<file path="src/design/uwt_pkg.sv">
package uwt_pkg;

    localparam int LEN_W   = 14;   // width of the reported token length
    localparam int TAIL_W  = 3;    // continuation bytes still owed, 0..5
    localparam int SLOTS   = 3;    // most results one text byte can cause
    localparam int SLOT_W  = 2;
    localparam int QDEPTH  = 4;    // entries between front and back
    localparam int QPTR_W  = 2;
    localparam int ADDR_W  = 3;
    localparam int DATA_W  = 32;

    // register index, taken from paddr[2]
    localparam logic REG_SKIP_LB = 1'b0;

    localparam logic [7:0] CH_NUL    = 8'h00;
    localparam logic [7:0] CH_BSLASH = 8'h5C;
    localparam logic [7:0] CH_SPACE  = 8'h20;
    localparam logic [7:0] CH_TAB    = 8'h09;
    localparam logic [7:0] CH_CR     = 8'h0D;
    localparam logic [7:0] CH_LF     = 8'h0A;

    // lead byte prefixes for 3, 4, 5 and 6 byte characters
    localparam logic [3:0] LEAD3 = 4'hE;
    localparam logic [4:0] LEAD4 = 5'h1E;
    localparam logic [5:0] LEAD5 = 6'h3E;
    localparam logic [6:0] LEAD6 = 7'h7E;

    typedef struct packed {
        logic [7:0]       data;
        logic             first;
        logic             is_end;
        logic             ascii;
        logic [LEN_W-1:0] len;
    } t_result;

    typedef struct packed {
        logic [SLOT_W-1:0]         count;
        t_result [SLOTS-1:0]       res;
    } t_entry;

    typedef struct packed {
        logic full;
        logic empty;
    } t_qstat;

    function automatic logic is_alnum(input logic [7:0] b);
        logic lower, upper, digit;
        lower = (b >= 8'h61) && (b <= 8'h7A);
        upper = (b >= 8'h41) && (b <= 8'h5A);
        digit = (b >= 8'h30) && (b <= 8'h39);
        return lower || upper || digit;
    endfunction

    function automatic logic [TAIL_W-1:0] lead_tail(input logic [7:0] b);
        logic [TAIL_W-1:0] t;
        if (b[7:4] == LEAD3) begin
            t = TAIL_W'(2);
        end else if (b[7:3] == LEAD4) begin
            t = TAIL_W'(3);
        end else if (b[7:2] == LEAD5) begin
            t = TAIL_W'(4);
        end else if (b[7:1] == LEAD6) begin
            t = TAIL_W'(5);
        end else begin
            t = '0;
        end
        return t;
    endfunction

endpackage

</file>
<file path="src/design/uwt_front.sv">
module uwt_front #(
    parameter int MAX_TOKEN_LEN = 10240
) (
    input  logic                i_clk,
    input  logic                i_rst_n,
    input  logic                i_valid,
    output logic                o_ready,
    input  logic [7:0]          i_text_byte,
    input  logic                i_skip_lb,
    input  uwt_pkg::t_qstat     i_qstat,
    output logic                o_push,
    output uwt_pkg::t_entry     o_entry
);

    localparam int CLOG = $clog2(MAX_TOKEN_LEN + 2);
    localparam int CW   = (CLOG > uwt_pkg::LEN_W) ? CLOG : uwt_pkg::LEN_W;
    localparam logic [CW-1:0] LIMIT = CW'(MAX_TOKEN_LEN + 1);

    logic                        r_esc, n_esc;
    logic                        r_open, n_open;
    logic [CW-1:0]               r_len, n_len;
    logic [uwt_pkg::TAIL_W-1:0]  r_tail, n_tail;
    logic                        r_seen, n_seen;
    logic                        r_fbh, n_fbh;

    logic                        accept;
    logic [7:0]                  b;
    logic                        aln, blank, pre, o1, skip, tail_done, post;
    logic [uwt_pkg::TAIL_W-1:0]  t1;
    logic [CW-1:0]               len_after;
    logic                        fbh_after;
    logic [uwt_pkg::SLOT_W-1:0]  k;
    uwt_pkg::t_result [uwt_pkg::SLOTS-1:0] res;

    assign b       = i_text_byte;
    assign o_ready = !i_qstat.full;
    assign accept  = i_valid && o_ready;

    always_comb begin
        aln   = uwt_pkg::is_alnum(b);
        blank = (b == uwt_pkg::CH_SPACE) || (b == uwt_pkg::CH_TAB) ||
                (i_skip_lb && ((b == uwt_pkg::CH_CR) || (b == uwt_pkg::CH_LF)));
        // close the open token first when this byte cannot join it
        pre = r_open && (r_tail == '0) &&
              ((!b[7] && !aln) || (b[7] && r_seen));
        o1        = r_open && !pre;
        t1        = pre ? '0 : r_tail;
        skip      = !b[7] && !aln && !o1 && blank;
        len_after = (o1 ? r_len : '0) + 1'b1;
        fbh_after = o1 ? r_fbh : b[7];
        tail_done = o1 && (t1 == uwt_pkg::TAIL_W'(1));
        post      = tail_done || (!b[7] && !aln && !(o1 && t1 != '0)) ||
                    (len_after == LIMIT);
    end

    always_comb begin
        n_esc  = r_esc;
        n_open = r_open;
        n_len  = r_len;
        n_tail = r_tail;
        n_seen = r_seen;
        n_fbh  = r_fbh;
        k      = '0;
        res    = '0;
        if (!r_esc && (b == uwt_pkg::CH_BSLASH)) begin
            n_esc = 1'b1;
        end else if (b == uwt_pkg::CH_NUL) begin
            n_esc = 1'b0;
            res[k] = '{data: 8'h00, first: 1'b0, is_end: 1'b1, ascii: !r_fbh,
                       len: r_len[uwt_pkg::LEN_W-1:0]};
            k = k + 1'b1;
            n_open = 1'b0; n_len = '0; n_tail = '0; n_seen = 1'b0; n_fbh = 1'b0;
        end else begin
            n_esc = 1'b0;
            if (pre) begin
                res[k] = '{data: 8'h00, first: 1'b0, is_end: 1'b1, ascii: !r_fbh,
                           len: r_len[uwt_pkg::LEN_W-1:0]};
                k = k + 1'b1;
            end
            if (skip) begin
                n_open = 1'b0; n_len = '0; n_tail = '0; n_seen = 1'b0; n_fbh = 1'b0;
            end else begin
                res[k] = '{data: b, first: !o1, is_end: 1'b0, ascii: 1'b0, len: '0};
                k = k + 1'b1;
                if (post) begin
                    res[k] = '{data: 8'h00, first: 1'b0, is_end: 1'b1, ascii: !fbh_after,
                               len: len_after[uwt_pkg::LEN_W-1:0]};
                    k = k + 1'b1;
                    n_open = 1'b0; n_len = '0; n_tail = '0; n_seen = 1'b0; n_fbh = 1'b0;
                end else begin
                    n_open = 1'b1;
                    n_len  = len_after;
                    n_tail = (o1 && t1 != '0) ? t1 - 1'b1 :
                             (b[7] ? uwt_pkg::lead_tail(b) : '0);
                    n_seen = (o1 && !pre && r_seen) || aln;
                    n_fbh  = fbh_after;
                end
            end
        end
    end

    assign o_push        = accept && (k != '0);
    assign o_entry.count = k;
    assign o_entry.res   = res;

    always_ff @(posedge i_clk) begin
        if (!i_rst_n) begin
            r_esc  <= 1'b0;
            r_open <= 1'b0;
            r_len  <= '0;
            r_tail <= '0;
            r_seen <= 1'b0;
            r_fbh  <= 1'b0;
        end else if (accept) begin
            r_esc  <= n_esc;
            r_open <= n_open;
            r_len  <= n_len;
            r_tail <= n_tail;
            r_seen <= n_seen;
            r_fbh  <= n_fbh;
        end
    end

endmodule

</file>
<file path="src/design/uwt_queue.sv">
module uwt_queue (
    input  logic              i_clk,
    input  logic              i_rst_n,
    input  logic              i_push,
    input  uwt_pkg::t_entry   i_entry,
    input  logic              i_pop,
    output uwt_pkg::t_entry   o_head,
    output uwt_pkg::t_qstat   o_stat
);

    uwt_pkg::t_entry               r_mem [uwt_pkg::QDEPTH];
    logic [uwt_pkg::QPTR_W-1:0]    r_wp, r_rp;
    logic [uwt_pkg::QPTR_W:0]      r_cnt;
    logic                          do_push, do_pop;

    assign o_stat.full  = (r_cnt == (uwt_pkg::QPTR_W+1)'(uwt_pkg::QDEPTH));
    assign o_stat.empty = (r_cnt == '0);
    assign do_push      = i_push && !o_stat.full;
    assign do_pop       = i_pop && !o_stat.empty;
    assign o_head       = r_mem[r_rp];

    always_ff @(posedge i_clk) begin
        if (do_push) begin
            r_mem[r_wp] <= i_entry;
        end
    end

    always_ff @(posedge i_clk) begin
        if (!i_rst_n) begin
            r_wp  <= '0;
            r_rp  <= '0;
            r_cnt <= '0;
        end else begin
            if (do_push) begin
                r_wp <= r_wp + 1'b1;
            end
            if (do_pop) begin
                r_rp <= r_rp + 1'b1;
            end
            case ({do_push, do_pop})
                2'b10:   r_cnt <= r_cnt + 1'b1;
                2'b01:   r_cnt <= r_cnt - 1'b1;
                default: r_cnt <= r_cnt;
            endcase
        end
    end

endmodule

</file>
<file path="src/design/uwt_back.sv">
module uwt_back (
    input  logic              i_clk,
    input  logic              i_rst_n,
    input  uwt_pkg::t_entry   i_head,
    input  uwt_pkg::t_qstat   i_qstat,
    output logic              o_pop,
    output logic              o_valid,
    input  logic              i_ready,
    output uwt_pkg::t_result  o_result
);

    logic                         r_valid;
    uwt_pkg::t_result             r_result;
    logic [uwt_pkg::SLOT_W-1:0]   r_sub;
    logic                         load, last;

    assign load     = !i_qstat.empty && (!r_valid || i_ready);
    assign last     = (r_sub == i_head.count - 1'b1);
    assign o_pop    = load && last;
    assign o_valid  = r_valid;
    assign o_result = r_result;

    always_ff @(posedge i_clk) begin
        if (load) begin
            r_result <= i_head.res[r_sub];
        end
    end

    always_ff @(posedge i_clk) begin
        if (!i_rst_n) begin
            r_valid <= 1'b0;
            r_sub   <= '0;
        end else begin
            if (load) begin
                r_valid <= 1'b1;
                r_sub   <= last ? '0 : r_sub + 1'b1;
            end else if (i_ready) begin
                r_valid <= 1'b0;
            end
        end
    end

endmodule

</file>
<file path="src/design/utf8_word_tokenizer_unit.sv">
// Byte-stream tokenizer.
// Input channel (i_valid / o_ready / i_text_byte) takes one raw text byte per
// item; byte 0 ends the input and always yields an end marker. Output channel
// (o_valid / i_ready) delivers one result per item: a token byte with
// o_is_first on the first byte of each token, or an end marker carrying the
// token length and its ASCII flag.
// One text byte causes zero to three results. The front classifies a byte in
// the cycle it is accepted and pushes its results as one entry into a
// four-entry queue; the back drains an entry one result per cycle, while
// i_ready is high, through an output register. Throughput with i_ready high:
// one byte per cycle while each byte yields at most one result; a byte that
// yields several results is sent one result at a time, the queue absorbing
// short bursts. The output port (one result per cycle) sets the sustained rate.
// Reset (i_rst_n low, synchronous) clears the tokenizer state, the queue and
// the output valid, and sets skip_line_breaks to 0. When the receiver stalls
// the output holds; the front keeps accepting until the queue fills.
// APB register at byte address 0: bit 0 = skip_line_breaks (skip CR and LF
// before a token like space and tab).
module utf8_word_tokenizer_unit #(
    parameter int MAX_TOKEN_LEN = 10240
) (
    input  logic                          i_clk,
    input  logic                          i_rst_n,
    input  logic                          i_valid,
    output logic                          o_ready,
    input  logic [7:0]                    i_text_byte,
    output logic                          o_valid,
    input  logic                          i_ready,
    output logic [7:0]                    o_data_byte,
    output logic                          o_is_first,
    output logic                          o_is_end_marker,
    output logic                          o_token_ascii,
    output logic [uwt_pkg::LEN_W-1:0]     o_token_length,
    input  logic                          psel,
    input  logic                          penable,
    input  logic                          pwrite,
    input  logic [uwt_pkg::ADDR_W-1:0]    paddr,
    input  logic [uwt_pkg::DATA_W-1:0]    pwdata,
    output logic [uwt_pkg::DATA_W-1:0]    prdata,
    output logic                          pready
);

    logic              r_skip_lb;
    logic              cfg_wr;
    logic              push, pop;
    uwt_pkg::t_entry   entry, head;
    uwt_pkg::t_qstat   qstat;
    uwt_pkg::t_result  result;

    // Config port: zero wait states, write lands on the access phase.
    assign pready = 1'b1;
    assign cfg_wr = psel && penable && pwrite && pready;

    always_ff @(posedge i_clk) begin
        if (!i_rst_n) begin
            r_skip_lb <= 1'b0;
        end else if (cfg_wr && (paddr[2] == uwt_pkg::REG_SKIP_LB)) begin
            r_skip_lb <= pwdata[0];
        end
    end

    assign prdata = (paddr[2] == uwt_pkg::REG_SKIP_LB) ?
                    {{(uwt_pkg::DATA_W-1){1'b0}}, r_skip_lb} : '0;

    // Front: classify the byte, update token state, build the result entry.
    uwt_front #(
        .MAX_TOKEN_LEN (MAX_TOKEN_LEN)
    ) u_front (
        .i_clk       (i_clk),
        .i_rst_n     (i_rst_n),
        .i_valid     (i_valid),
        .o_ready     (o_ready),
        .i_text_byte (i_text_byte),
        .i_skip_lb   (r_skip_lb),
        .i_qstat     (qstat),
        .o_push      (push),
        .o_entry     (entry)
    );

    // Queue: decouple classification from result delivery.
    uwt_queue u_queue (
        .i_clk   (i_clk),
        .i_rst_n (i_rst_n),
        .i_push  (push),
        .i_entry (entry),
        .i_pop   (pop),
        .o_head  (head),
        .o_stat  (qstat)
    );

    // Back: advance through the head entry one result per cycle while i_ready is high.
    uwt_back u_back (
        .i_clk    (i_clk),
        .i_rst_n  (i_rst_n),
        .i_head   (head),
        .i_qstat  (qstat),
        .o_pop    (pop),
        .o_valid  (o_valid),
        .i_ready  (i_ready),
        .o_result (result)
    );

    assign o_data_byte     = result.data;
    assign o_is_first      = result.first;
    assign o_is_end_marker = result.is_end;
    assign o_token_ascii   = result.ascii;
    assign o_token_length  = result.len;

    // Front never pushes into a full queue.
    a_no_overflow: assert property (@(posedge i_clk) disable iff (!i_rst_n)
        push |-> !qstat.full)
        else $error("push into full queue");

    // Back never pops an empty queue.
    a_no_underflow: assert property (@(posedge i_clk) disable iff (!i_rst_n)
        pop |-> !qstat.empty)
        else $error("pop from empty queue");

    // End markers carry no byte and no first flag; bytes carry no length and no ASCII flag.
    a_result_shape: assert property (@(posedge i_clk) disable iff (!i_rst_n)
        o_valid |-> (o_is_end_marker ? (!o_is_first && o_data_byte == 8'h00)
                                     : (o_token_length == '0 && !o_token_ascii)))
        else $error("malformed result");

    // Output is empty the cycle after reset.
    a_reset_idle: assert property (@(posedge i_clk)
        $past(!i_rst_n) |-> !o_valid)
        else $error("output valid after reset");

endmodule
</file>
<file path="config.mk">
export PLATFORM = sky130hd
export DESIGN_NAME = utf8_word_tokenizer_unit
export DESIGN_NICKNAME = d
export VERILOG_FILES = /design/src/design/uwt_pkg.sv /design/src/design/uwt_front.sv /design/src/design/uwt_queue.sv /design/src/design/uwt_back.sv /design/src/design/utf8_word_tokenizer_unit.sv
export SDC_FILE = /design/constraint.sdc
export NUM_CORES = 1
export LEC_CHECK = 0
export BUFFER_PORTS_ARGS = -buffer_cell sky130_fd_sc_hd__buf_2
export CAP_MARGIN = 20
export CORE_AREA = 5 5 154 216
export CTS_CLUSTER_SIZE = 14
export DETAILED_ROUTE_END_ITERATION = 16
export DIE_AREA = 0 0 159 221
export SLEW_MARGIN = 0
export SYNTH_ARGS = -nofsm -noshare
export SYNTH_HDL_FRONTEND = slang
export SYNTH_SLANG_ARGS = --single-unit
</file>
<file path="constraint.sdc">
create_clock -name i_clk -period 14.5 [get_ports i_clk]
set_input_delay 0 -clock i_clk [delete_from_list [all_inputs] [get_ports i_clk]]
set_output_delay 0 -clock i_clk [all_outputs]
set_load 0.03 [all_outputs]
</file>
After elaboration in Yosys (flattened, before gate mapping)
Memories as Yosys holds them, arrays and structs flattened. A register that Yosys moved wholly into a read port is not among the register bits.
Index checks and enable logic that the tools add are counted.
{"block": "word_totals", "register_bits": 57, "latchBits": 0, "ramBits": 308, "mem_bits_ro": 0, "input_bits": 50, "out_inout_bits": 60, "word_cells": 170, "mem_count": 1}
{"block": "classes", "n_addsub": 10, "n_mul": 0, "div": 0, "magnitude_cmp": 11, "eq_ne": 15, "shifts": 0, "n_mux": 57, "bitwise": 2, "reduce_logical": 57}
{"memory": "u_queue.r_mem", "depth": 4, "word_bits": 77, "rd": 1, "rd_ports_with_merged_regs": 1, "write_ports": 1, "line": "uwt_queue.sv:11", "source": "uwt_pkg::t_entry r_mem [uwt_pkg::QDEPTH];"}
{"operator": "two-way mux 75 bit", "n": 3}
{"operator": "bitwise mux 75 bit", "n": 2}
{"operator": "two-way mux 25 bit", "n": 6}
{"operator": "demux 25 bit (select 2 bit)", "n": 2}
{"operator": "two-way mux 14 bit", "n": 4}
{"operator": "binary-select mux 25 bit (select 2 bit)", "n": 1}
{"operator": "two-way mux 50 bit", "n": 1}
{"operator": "two-way mux 3 bit", "n": 10}
{"operator": "logical AND 1 bit", "n": 28}
{"operator": "== test 8 x 4 -> 1 bit, second input constant", "n": 3}
{"operator": "two-way mux 2 bit", "n": 9}
{"operator": "two-way mux 1 bit", "n": 17}
{"operator": ">= comparator 8 x 7 -> 1 bit, second input constant", "n": 2}
{"operator": "<= comparator 8 x 7 -> 1 bit, second input constant", "n": 2}
{"operator": "two-way mux 16 bit", "n": 1}
{"operator": "adder 14 x 1 -> 14 bit, second input constant", "n": 1}
{"operator": "== test 14 bit, second input constant", "n": 1}
{"operator": "zero test 1 bit", "n": 11}
{"operator": "adder 2 x 1 -> 2 bit, second input constant", "n": 5}
{"operator": "logical OR 1 bit", "n": 10}
{"operator": "less-than comparator 2 x 3 -> 1 bit, second input constant", "n": 3}
{"operator": "== test 8 x 6 -> 1 bit, second input constant", "n": 1}
{"operator": "== test 8 x 7 -> 1 bit, second input constant", "n": 1}
{"operator": ">= comparator 8 x 6 -> 1 bit, second input constant", "n": 1}
{"operator": "21 further kinds", "n": 27}

Logic depth before layout (Yosys ltp)
{"block": "logic_depth", "word_depth": 24, "depth_mapped": 26}

Hierarchy
A second synthesis with hierarchy kept.
{"block": "hier_totals", "hier_cells": 949, "area_unflattened_um2": 15672.5}
{"mod": "uwt_queue", "n_inst": 1, "cells_per_inst": 457, "area_each_um2": 11633.7}
{"mod": "uwt_front", "n_inst": 1, "cells_per_inst": 321, "area_each_um2": 2268.4}
{"mod": "uwt_back", "n_inst": 1, "cells_per_inst": 131, "area_each_um2": 1455.1}
{"mod": "utf8_word_tokenizer_unit", "n_inst": 1, "cells_per_inst": 40, "area_each_um2": 315.3}

Least setup slack after synthesis
OpenSTA, ideal clock, no wires.
{"block": "synth_path", "path_kind": "reg2reg", "from": "register u_front.r_tail[0] (netlist bit)", "to": "memory u_queue.r_mem[0][0] (netlist bit), enable pin", "setup_ps": 433, "arrival_time_ps": 5392, "required_ps": 14067, "slack_ps": 8674, "stages_incl_launch_ff": 19, "n_path_buf": 3, "cell_sequence": "dfxtp_1 > nor3_1 > o211a_1 > nand2_1 > nand2_1 > buf_1 > nor2_1 > ha_1 > buf_2 > xnor2_1 > and4_1 > o221a_2 > nand4_1 > o21ai_1 > buf_2 > ha_1 > a21oi_1 > a311oi_4 > and2_1"}
{"block": "synth_between", "elab_chain_len": 19}
{"element": "start, declared", "line": "uwt_front.sv:22", "source": "logic [uwt_pkg::TAIL_W-1:0] r_tail, n_tail;"}
{"element": "start signal, assigned", "line": "uwt_front.sv:118", "source": "r_tail <= n_tail;"}
{"element": "branches (longest 11 deep; another with adder 14 x 1 -> 14 bit)"}
{"element": "two-way mux 2 bit (*)", "line": "uwt_front.sv:80", "source": "if (skip) begin"}
{"element": "two-way mux 2 bit (*)", "line": "uwt_front.sv:67", "source": "end else if (b == uwt_pkg::CH_NUL) begin"}
{"element": "two-way mux 2 bit (*)", "line": "uwt_front.sv:65", "source": "if (!r_esc && (b == uwt_pkg::CH_BSLASH)) begin"}
{"element": "nonzero test 2 bit (*)", "line": "uwt_front.sv:102", "source": "assign o_push = accept && (k != '0);"}
{"element": "logical AND 1 bit (*)", "line": "uwt_front.sv:102"}
{"element": "logical AND 1 bit (*)", "line": "uwt_queue.sv:18", "source": "assign do_push = i_push && !o_stat.full;"}
{"element": "two-way mux 1 bit (*)", "line": "uwt_queue.sv:23", "source": "if (do_push) begin"}
{"element": "two-way mux 1 bit (implied by the code) (*)", "line": "uwt_queue.sv:24", "source": "r_mem[r_wp] <= i_entry;"}
{"element": "end, declared", "line": "uwt_queue.sv:11"}
Mark *: on every way between the ends. The select of a mux whose other input is x is not followed.

Worst setup path after layout
{"block": "layout_path", "from": "input port i_text_byte[1]", "to": "memory u_queue.r_mem[1][22] (netlist bit), enable pin"}
{"block": "layout_between", "elab_chain_len": 24}
{"element": "start, declared", "line": "utf8_word_tokenizer_unit.sv:26", "source": "input logic [7:0] i_text_byte,"}
{"element": "branches (longest 18 deep; another with adder 14 x 1 -> 14 bit)"}
{"element": "two-way mux 2 bit (*)", "line": "uwt_front.sv:65"}
{"element": "nonzero test 2 bit (*)", "line": "uwt_front.sv:102"}
{"element": "logical AND 1 bit (*)", "line": "uwt_front.sv:102"}
{"element": "logical AND 1 bit (*)", "line": "uwt_queue.sv:18"}
{"element": "two-way mux 1 bit (*)", "line": "uwt_queue.sv:23"}
{"element": "two-way mux 1 bit (implied by the code) (*)", "line": "uwt_queue.sv:24"}
Marks and branches as above.

==> results.md <==
* Critical path peak fanout at 38
* Max H-tree Level at 1
* RePlAce Congestion at 0.780
* EDFF count, synth at 297
* DP Area at 0.0147 mm2
* Internal Power at 1.86 mW
* Antenna diodes at 0
* Clock Tree Root: clkbuf_16
* Clk network pwr share at 30.9%
* GR Overflow Total at 0
* Clk_skew at 0.0107 ns
* Unrepaired setup endpoints after global routing: false
* Top-count cell post-synth: edfxtp_1
* I/O pin cnt at 110
* Yosys cell types at 64
* Share of layout cells above drive strength 1 at 19.5%
* Top FF cell, synth: edfxtp_1
* Port Buf Inserts at 44
* Final hold violations at 0
* Worst EP required at 14.69 ns
* Syn Inst Count at 854
* Max-slew violations at 0
* Sw Share at 28.0%
* Startpoint types: input pin
* Post-synth top area share at 63.3%
* Leading area contributor after synthesis: edfxtp_1
* Area Growth Syn to Fin at 12.7%
* Synth warnings at 0
* Synth Register Bits at 331
* Max Freq at 0.150 GHz
* Final instance area at 0.0159 mm2
* Most common cell on crit path: nand2_1
* First-pass GRT wire length at 43.7 mm
* Post-CTS Setup Inserts at 0
* Switching pwr at 0.722 mW
* Initial Util at 45.3%
* Filler cell count at 2,565
* Mapped Avg Cell Area at 16.5 um2
* VDD IR max at 0.118 mV
* Post-CTS Resized at 0
* DRT iter0 DRCs at 458
* Outcome: completed
* Clock sink count at 331
* Post-layout net count at 1,014
* Min Tclk post-route at 6.67 ns
* DRC Markers at 0
* Synth Cell Area at 0.0141 mm2
* Critical Path Slowest Stage Cell: buf_4
* Die area at 0.0351 mm2
* Setup TNS at 0 ns
* Most frequent cells after synthesis: 297 x edfxtp_1, 68 x mux4_2, 40 x and2_1, 37 x inv_1, 36 x nor2_1
* DR vias at 7,359
* Register area share after synthesis at 68.1%
* Async set-or-reset flop fraction in the synthesized netlist at 0%
* Vias in the first global route at 7,659
* Crit-path max cell delay at 0.62 ns
* Horiz. Die Dim at 159 um
* Die Ht at 221 um
* Reg clk slew, reported paths at 0.06 ns
* Gr usage total at 15.6%
* CTS Buffer Depth at 3
* Via density per instance at 5.38
* Largest net degree at the start of global routing at 46
* DRT Pass-1 Iters at 5
* Max Cap Viol at 0
* CP endpoint kind: register
* Worst relative slew slack at 37.6%
* Final period util at 46.0%
* Row cnt at 77
* Initial antenna violation count at 0
* Final HPWL DP at 16.1 mm
* Logic pwr share at 21.3%
* CP arrival at 6.86 ns
* Endpoints failing setup at 0
* Hold Path Class: input pin to register
* Core Box Area at 0.0311 mm2
* Flop pwr share at 47.8%
* Post-DRT Antenna Nets at 0
* Slew @ Worst Pin at 0.930 ns
* DR WL/cell at 20.3 um
* CTS tree: built
* CTS Hold Bufs at 15
* Leak at 5.39 nW
* WL final at 27.7 mm
* Clock Latency Late Sink at 0.56 ns
* Setup Crit Path Kind: input pin to register
* Pwr Density at 162 mW/mm2
* CTS buffer count at 31
* Critical path, cell by cell: dlygate4sd3_1, buf_2, and3_1, o31ai_4, nand2_1, nand2_1, nand2_1, nor2_1, ha_1, nand3_1, nor3_1, and3_1, o21ai_1, o21ai_1, buf_4, ha_1, a21oi_1, a311oi_4, and2_4, buf_4
* Synth area leaders: edfxtp_1 63%, mux4_2 11%, dfxtp_1 4.8%
==> layout make-up <==
| cell class | count | area (um2) | area share [%] |
|---|---|---|---|
| Tap cell | 395 | 494 | 3.11 |
| Clock buffer | 41 | 843 | 5.31 |
| Timing Repair Buffer | 69 | 445 | 2.81 |
| Clock inverter | 16 | 155 | 0.977 |
| Multi-Input combinational cell | 479 | 4190 | 26.4 |
| Inverter | 38 | 143 | 0.898 |
| Sequential cell | 331 | 9610 | 60.5 |
==> sequential cells by signal, indices dropped and copies added (netlist names), 2 cells and up, named ones only <==
register         cells
u_queue.r_mem      272
u_front.r_len       14
u_front.r_tail       3
u_queue.r_cnt        3
u_back.o_result     25
u_back.r_sub         2
u_queue.r_wp         2
u_queue.r_rp         2
==> kinds of logic after synthesis <==
| family | share of synthesized area [%] |
|---|---|
| flops | 68.1 |
| simple gates | 6.86 |
| buf+inv | 4.24 |
| compound gates | 5.43 |
| mux | 12.9 |
| xor+xnor | 1.06 |
| fa+ha+maj | 1.30 |
| other cells | 0.0533 |
==> per-stage QoR <==
stage                     cells  hold WS (ns)  setup slack, ns  util, %  power, mW
after global placement     1297         0.254             7.82     47.3       1.81
after detailed placement   1297         0.265             7.79     47.3       1.81
after CTS                  1369         0.204             7.82     51.0       2.62
after global routing       1369         0.283             7.38     51.0       2.70
after floorplan             928         0.110             8.67        -       1.66
final                      1369         0.242             7.83     51.0       2.58
==> routing by layer <==
layer	part of all wire [%]	wire length, um	track usage, %	vias up
li1	-	-	-	3392
met1	40	11100	19.1	3762
met2	54	14900	28.7	157
met3	4.4	1210	2.08	48
met4	2.1	584	4.43	0
met5	0	0	0	-
==> critical path, delay by kind of cell <==
kind | cells | cell delay [ns]
buf+inv | 4 | 1.70
compound gates | 5 | 1.60
simple gates | 9 | 2.93
fa+ha+maj | 2 | 0.59
==> path summary, 6_finish.rpt <==
check / from / end / slack (ns) / cells after the start
max: i_text_byte[1] / u_queue.r_mem[1][22]$_DFFE_PP_ / 7.83 / 20
max reg2reg: u_front.r_tail[2]$_SDFFE_PN0P_ / u_queue.r_mem[1][22]$_DFFE_PP_ / 7.90 / 17
min: i_valid / u_front.r_esc$_SDFFE_PN0P_ / 0.24 / 4
min reg2reg: u_front.r_esc$_SDFFE_PN0P_ / u_front.r_esc$_SDFFE_PN0P_ / 0.50 / 2
==> cells in the final DEF, fill, tap and decap left out, types with 13 or more instances in the layout <==
| cell | netlist | routed |
|---|---|---|
| edfxtp_1 | 297 | 297 |
| conb_1 | 2 | 76 |
| mux4_2 | 68 | 68 |
| buf_2 | 15 | 44 |
| inv_1 | 37 | 37 |
| nor2_1 | 36 | 36 |
| and2_1 | 40 | 36 |
| clkbuf_16 | 0 | 31 |
| dfxtp_1 | 34 | 31 |
| mux2i_1 | 29 | 29 |
| nand2_1 | 24 | 24 |
| o22ai_1 | 17 | 17 |
| dlygate4sd3_1 | 0 | 15 |
| a21oi_1 | 15 | 14 |
| nand2b_1 | 13 | 13 |
| nand3_1 | 13 | 13 |
| ha_1 | 13 | 13 |
==> power by group through the flow <==
stage	clock (mW)	sequential (mW)	combinational, mW
after floorplan	0	1.31	0.352
after global placement	0	1.25	0.557
after detailed placement	0	1.26	0.559
after CTS	0.820	1.24	0.566
after global routing	0.859	1.25	0.598
final	0.796	1.23	0.549
(Power assumes the default switching activity.)
